**config.mk**
```make
export PLATFORM = sky130hd
export DESIGN_NAME = fitp_res_fifo
export DESIGN_NICKNAME = d
export VERILOG_FILES = /design/src/rtl/core/fitp_pkg.sv /design/src/rtl/core/fitp_res_fifo.sv
export VERILOG_INCLUDE_DIRS = /design/src /design/src/rtl/core
export SDC_FILE = /design/constraint.sdc
export NUM_CORES = 1
export LEC_CHECK = 0
export BUFFER_PORTS_ARGS = -buffer_cell sky130_fd_sc_hd__buf_2
export CAP_MARGIN = 0
export CORE_MARGIN = 3
export CORE_UTILIZATION = 45
export DETAILED_ROUTE_END_ITERATION = 12
export HOLD_SLACK_MARGIN = 0.05
export PLACE_DENSITY = 0.67
export SYNTH_ARGS = -nofsm -noshare
export SYNTH_HDL_FRONTEND = slang
export SYNTH_SLANG_ARGS = --single-unit
export TNS_END_PERCENT = 5
```
**constraint.sdc**
```tcl
create_clock -name i_clk -period 8.26 [get_ports i_clk]
set_input_delay 1.239 -clock i_clk [delete_from_list [all_inputs] [get_ports i_clk]]
set_output_delay 1.239 -clock i_clk [all_outputs]
set_load 0.01 [all_outputs]
```
**src/rtl/core/fit_record_stream_parser_top_defines.svh**
```systemverilog
// ============================================================================
// FIT record parser assertion macros
// Shared concurrent assertion forms, clocked on i_clk and held off in reset.
// ============================================================================
`ifndef FIT_RECORD_STREAM_PARSER_TOP_DEFINES_SVH
`define FIT_RECORD_STREAM_PARSER_TOP_DEFINES_SVH

// The consequent must hold in the same cycle as the antecedent.
`define FITP_ASSERT_SAME(lbl, ante, cons, msg) \
    lbl: assert property (@(posedge i_clk) disable iff (!i_rst_n) (ante) |-> (cons)) \
        else $error(msg);

// The consequent must hold in the cycle after the antecedent.
`define FITP_ASSERT_NEXT(lbl, ante, cons, msg) \
    lbl: assert property (@(posedge i_clk) disable iff (!i_rst_n) (ante) |=> (cons)) \
        else $error(msg);

`endif

```
**src/rtl/core/fitp_pkg.sv**
```systemverilog
// ============================================================================
// FIT record parser package
// Sizes, register map, event codes, result types and the FIT CRC-16 step.
// ============================================================================
`default_nettype none

package fitp_pkg;

    localparam int MAX_FIELDS   = 32;
    localparam int FLD_W        = $clog2(MAX_FIELDS);
    localparam int LOCAL_TYPES  = 16;
    localparam int TYPE_W       = $clog2(LOCAL_TYPES);
    localparam int TBL_DEPTH    = LOCAL_TYPES * MAX_FIELDS;
    localparam int TBL_AW       = TYPE_W + FLD_W;
    localparam int HEADER_BYTES = 14;
    localparam int RQ_DEPTH     = 4;
    localparam int RQ_AW        = $clog2(RQ_DEPTH);

    // Register indexes on paddr[3:2].
    localparam logic [1:0] REG_TIME_FIELD  = 2'd0;
    localparam logic [1:0] REG_WATCH_MSG   = 2'd1;
    localparam logic [1:0] REG_SPEED_FIELD = 2'd2;

    localparam logic [7:0]  TIME_FIELD_RST  = 8'd4;
    localparam logic [15:0] WATCH_MSG_RST   = 16'd19;
    localparam logic [7:0]  SPEED_FIELD_RST = 8'd13;

    localparam logic [3:0] REC_DEFINITION = 4'h4;
    localparam logic [3:0] REC_DATA       = 4'h0;

    typedef enum logic [2:0] {
        EVT_HDR_OK   = 3'd0,
        EVT_HDR_BAD  = 3'd1,
        EVT_TIME     = 3'd2,
        EVT_SPEED    = 3'd3,
        EVT_DATA_OK  = 3'd4,
        EVT_DATA_BAD = 3'd5
    } t_evt_kind;

    typedef struct packed {
        t_evt_kind   kind;
        logic [63:0] value;
        logic        last;
    } t_res;

    typedef struct packed {
        logic [1:0] count;
        t_res       slot0;
        t_res       slot1;
    } t_res_push;

    function automatic logic [15:0] crc_nib(input logic [3:0] n);
        logic [15:0] v;
        unique case (n)
            4'h0: v = 16'h0000;
            4'h1: v = 16'hCC01;
            4'h2: v = 16'hD801;
            4'h3: v = 16'h1400;
            4'h4: v = 16'hF001;
            4'h5: v = 16'h3C00;
            4'h6: v = 16'h2800;
            4'h7: v = 16'hE401;
            4'h8: v = 16'hA001;
            4'h9: v = 16'h6C00;
            4'hA: v = 16'h7800;
            4'hB: v = 16'hB401;
            4'hC: v = 16'h5000;
            4'hD: v = 16'h9C01;
            4'hE: v = 16'h8801;
            default: v = 16'h4400;
        endcase
        return v;
    endfunction

    // One byte of the FIT CRC, low nibble first.
    function automatic logic [15:0] crc_step(input logic [15:0] c, input logic [7:0] b);
        logic [15:0] x;
        x = {4'h0, c[15:4]} ^ crc_nib(c[3:0]) ^ crc_nib(b[3:0]);
        x = {4'h0, x[15:4]} ^ crc_nib(x[3:0]) ^ crc_nib(b[7:4]);
        return x;
    endfunction

endpackage

`default_nettype wire

```
**src/rtl/core/fitp_res_fifo.sv**
```systemverilog
// ============================================================================
// FIT record parser result queue
// Small queue that takes up to two results a cycle, hands one out when ready.
// ============================================================================
`default_nettype none

`include "fit_record_stream_parser_top_defines.svh"

module fitp_res_fifo (
    input  wire                    i_clk,
    input  wire                    i_rst_n,
    input  fitp_pkg::t_res_push    i_push,
    output logic                   o_room,
    output logic                   o_valid,
    output fitp_pkg::t_res         o_res,
    input  wire                    i_ready
);
    import fitp_pkg::*;

    t_res             r_mem [RQ_DEPTH];
    logic [RQ_AW-1:0] r_wp, r_rp;
    logic [RQ_AW:0]   r_cnt;
    logic [RQ_AW:0]   n_cnt;
    logic             pop;

    assign o_valid = (r_cnt != '0);
    assign o_res   = r_mem[r_rp];
    assign pop     = o_valid && i_ready;
    // Room for the two results the parser may push in one step.
    assign o_room  = (r_cnt <= (RQ_AW+1)'(RQ_DEPTH - 2));

    always_comb begin
        n_cnt = r_cnt + (RQ_AW+1)'(i_push.count) - (RQ_AW+1)'(pop);
    end

    always_ff @(posedge i_clk) begin
        if (!i_rst_n) begin
            r_wp  <= '0;
            r_rp  <= '0;
            r_cnt <= '0;
        end else begin
            r_cnt <= n_cnt;
            r_wp  <= r_wp + RQ_AW'(i_push.count);
            if (pop) begin
                r_rp <= r_rp + RQ_AW'(1);
            end
        end
        if (i_push.count != 2'd0) begin
            r_mem[r_wp] <= i_push.slot0;
        end
        if (i_push.count == 2'd2) begin
            r_mem[r_wp + RQ_AW'(1)] <= i_push.slot1;
        end
    end

    `FITP_ASSERT_SAME(a_no_overflow, i_push.count != 2'd0, o_room, "result pushed without room")
    `FITP_ASSERT_SAME(a_cnt_bound, 1'b1, r_cnt <= (RQ_AW+1)'(RQ_DEPTH), "queue count overrun")
    `FITP_ASSERT_NEXT(a_pop_drains, o_valid && i_ready && i_push.count == 2'd0,
                      r_cnt == $past(r_cnt) - (RQ_AW+1)'(1), "pop did not drain")

endmodule

`default_nettype wire

```
==> qor.yml <==
drv_cap: 0
critical_path.max_fanout: 35
ys_seq_area_share_pct: 61.0
post_cts_buffers: 0
n_fill_cell: 2415
routed_wl_um: 30400
cts_tree: "done"
p_seq_share_pct: 45.8
synth_top_area_cell: "edfxtp_1"
cts_max_level: 1
critPathRequiredTime_ns: 7.02
grt_max_degree: 63
initial_core_util_pct: 45.9
design.portCount: 211
power_density_nw_per_um2: 250
synth-edff-count: 272
p_int_mw: 2.95
worst_skew_pair.late_latency_ns: 0.54
setup_total_negative_slack_ns: 0
drive_gt1_share_pct: 62.3
cp.arrival_ns: 2.92
grt_pass1_wl_um: 47600
place_ws_ns: 4.54
area_growth_pct: 17.2
die-height_um: 180
max_freq_mhz: 241
clock_power_share_pct: 32.0
ant_nets: 0
vias_per_cell: 5.55
dieWidth_um: 180
ctsLongestPathBuffers: 3
cts-root-buf: "clkbuf_16"
yosys.area.top_type_share_pct: 59.7
hpwl_um: 18000
slew-limit-headroom_pct: 30.7
yosysMostFrequentCell: "edfxtp_1"
path_class: "reg2out"
synth_cells: 709
met3WireLength_um: 2210
synth-main-ff-cell: "edfxtp_1"
track_usage_pct: 18.6
hold_buffers: 0
grt_remaining_overflow: 0
power_frac_comb_pct: 22.2
setup_slack_ns: 4.10
met1_length_um: 13600
cp-start-kind: "flip-flop"
netlist_area_um2: 13700
synth_commonest_cells: "edfxtp_1 (272), mux2_2 (214), mux4_2 (68)"
top_layer: "met5"
finalMaxSlewViolations: 0
port_buffers: 210
yosysWarnings: 0
nNetsFinal: 1063
drc_errors: 0
cpPeakStageDelay_ns: 0.84
antenna_found_initial: 7
worst_setup_path_end_kind: "output pin"
hold_path.class: "reg2reg"
p_sw_mw: 1.06
p_sw_share_pct: 26.3
ir_worst_vdd_v: 0.000207
cts_made_buffers: 30
synthDistinctLibCells: 31
drtIter0Drc: 428
firstDrtPassIters: 4
synth_async_sr_flop_share_pct: 0
vias: 7410
rsz0062_at_grt: "false"
outcome: "finished clean"
cts_resized: 0
wire_per_inst_um: 22.8
tightestPinTransition_ns: 1.04
rows: 63
wl_met2_um: 14200
hold_violations: 0
dpl-instance-area_um2: 15100
cts_sinks: 281
fin_skew_ns: 0.00967
min_period_ns: 4.16
p_leak_nw: 5.66
ys_ff_latch: 281
place_congestion: 0.754
netlist_top_cells_area: "edfxtp_1 (60%), mux2_2 (18%), mux4_2 (11%), mux2_4 (3.2%), mux2_1 (2.4%)"
crit_chain: "buf_4 -> mux4_2 -> buf_2"
post-route-period-util_pct: 50.3
fin_area_um2: 16000
die_area_um2: 32500
cts.clk_slew.worst_paths_ns: 0.06
core_um2: 29800
avgSynthCellArea_um2: 19.3
grt_pass1_vias: 7988
setup_viol: 0
cpMaxStageDelayCell: "dfxtp_4"
syn-num-nets: 855
[logic make-up (layout without fill, tap and decap cells)]
logic type      Yosys count  count (layout)  synth area share (%)
buf+inv                  55             287                  2.31
other cells               0               4                     0
compound gates            6               6                 0.311
simple gates             16              16                 0.896
mux                     344             344                  34.7
flops                   281             281                  61.0
xor+xnor                  2               2                 0.329
fa+ha+maj                 5               5                 0.512
[critical path, delay by kind of cell, from the launching register on]
kind / cells / cell delay [ns]
DFF: 1 / 0.84
muxes: 1 / 0.61
buffers and inverters: 2 / 0.89
[metrics by stage]
stage | total power [mW] | utilization (%) | hold WS (ns) | instances
6_report | 4.01 | 53.8 | 0.471 | 1335
2_1_floorplan | 2.45 | - | 0.449 | 709
5_1_grt | 4.19 | 53.8 | 0.517 | 1332
4_1_cts | 4.06 | 53.8 | 0.477 | 1331
3_5_place_dp | 2.78 | 50.7 | 0.464 | 1275
3_3_place_gp | 2.76 | 50.7 | 0.454 | 1275
[layout by cell type (no fill, tap or decap)]
cell type,n
nand2b_1,2
inv_1,7
mux2_1,29
clkbuf_16,31
bufinv_16,2
clkinvlp_4,1
edfxtp_1,272
ha_1,4
clkbuf_1,8
buf_4,14
o31a_1,1
nor2_4,2
dfxtp_4,2
nor4b_4,1
mux4_2,68
or3_1,1
clkinv_2,8
mux2i_1,4
clkinv_1,6
fa_1,1
mux2_2,214
o21ai_4,1
mux2_4,29
nand4b_1,1
and4bb_4,2
dfxtp_1,7
diode_2,4
xnor3_1,2
nand2_1,2
o311ai_0,1
nor2b_1,2
a21oi_1,1
o21bai_1,1
and2_1,3
o21bai_4,1
buf_2,210
[flip-flops by register name, indices dropped and copies added (netlist names), named ones only]
| signal | cells |
|---|---|
| r_wp | 2 |
| r_rp | 2 |
| r_mem | 272 |
| r_cnt | 3 |
[power by group through the flow]
stage / clock, mW / sequential, mW / combinational (mW)
after floorplan: 0 / 1.83 / 0.625
after global placement: 0 / 1.87 / 0.895
after detailed placement: 0 / 1.87 / 0.903
after CTS: 1.31 / 1.84 / 0.907
after global routing: 1.37 / 1.86 / 0.966
final: 1.28 / 1.84 / 0.888
[worst paths after layout]
kind	start	to	slack (ns)	cells past startpoint
max	flip-flop	o_res[48]	4.10	3
min	r_rp[1]	flip-flop	0.47	2
max reg2reg	r_wp[1]	r_mem[3][33]	5.53	3
min reg2reg	r_rp[1]	flip-flop	0.47	2
[layout make-up]
type                            count  area, um^2  share of cell area, %
Sequential cell                   281        8360                   52.1
Multi-Input combinational cell    373        5070                   31.6
Timing Repair Buffer              224        1160                   7.21
Clock buffer                       39         806                   5.02
Tap cell                          390         488                   3.04
Clock inverter                     17         130                  0.811
Inverter                            7        26.3                  0.164
Antenna cell                        4        10.0                 0.0624
[layer usage]
layer  track usage [%]  up-vias
met4              2.95       10
met5                 0        -
met2              29.5      215
met1              26.5     3804
li1                  -     3342
met3              4.93       39
Power figures use the tool's default switching activity.
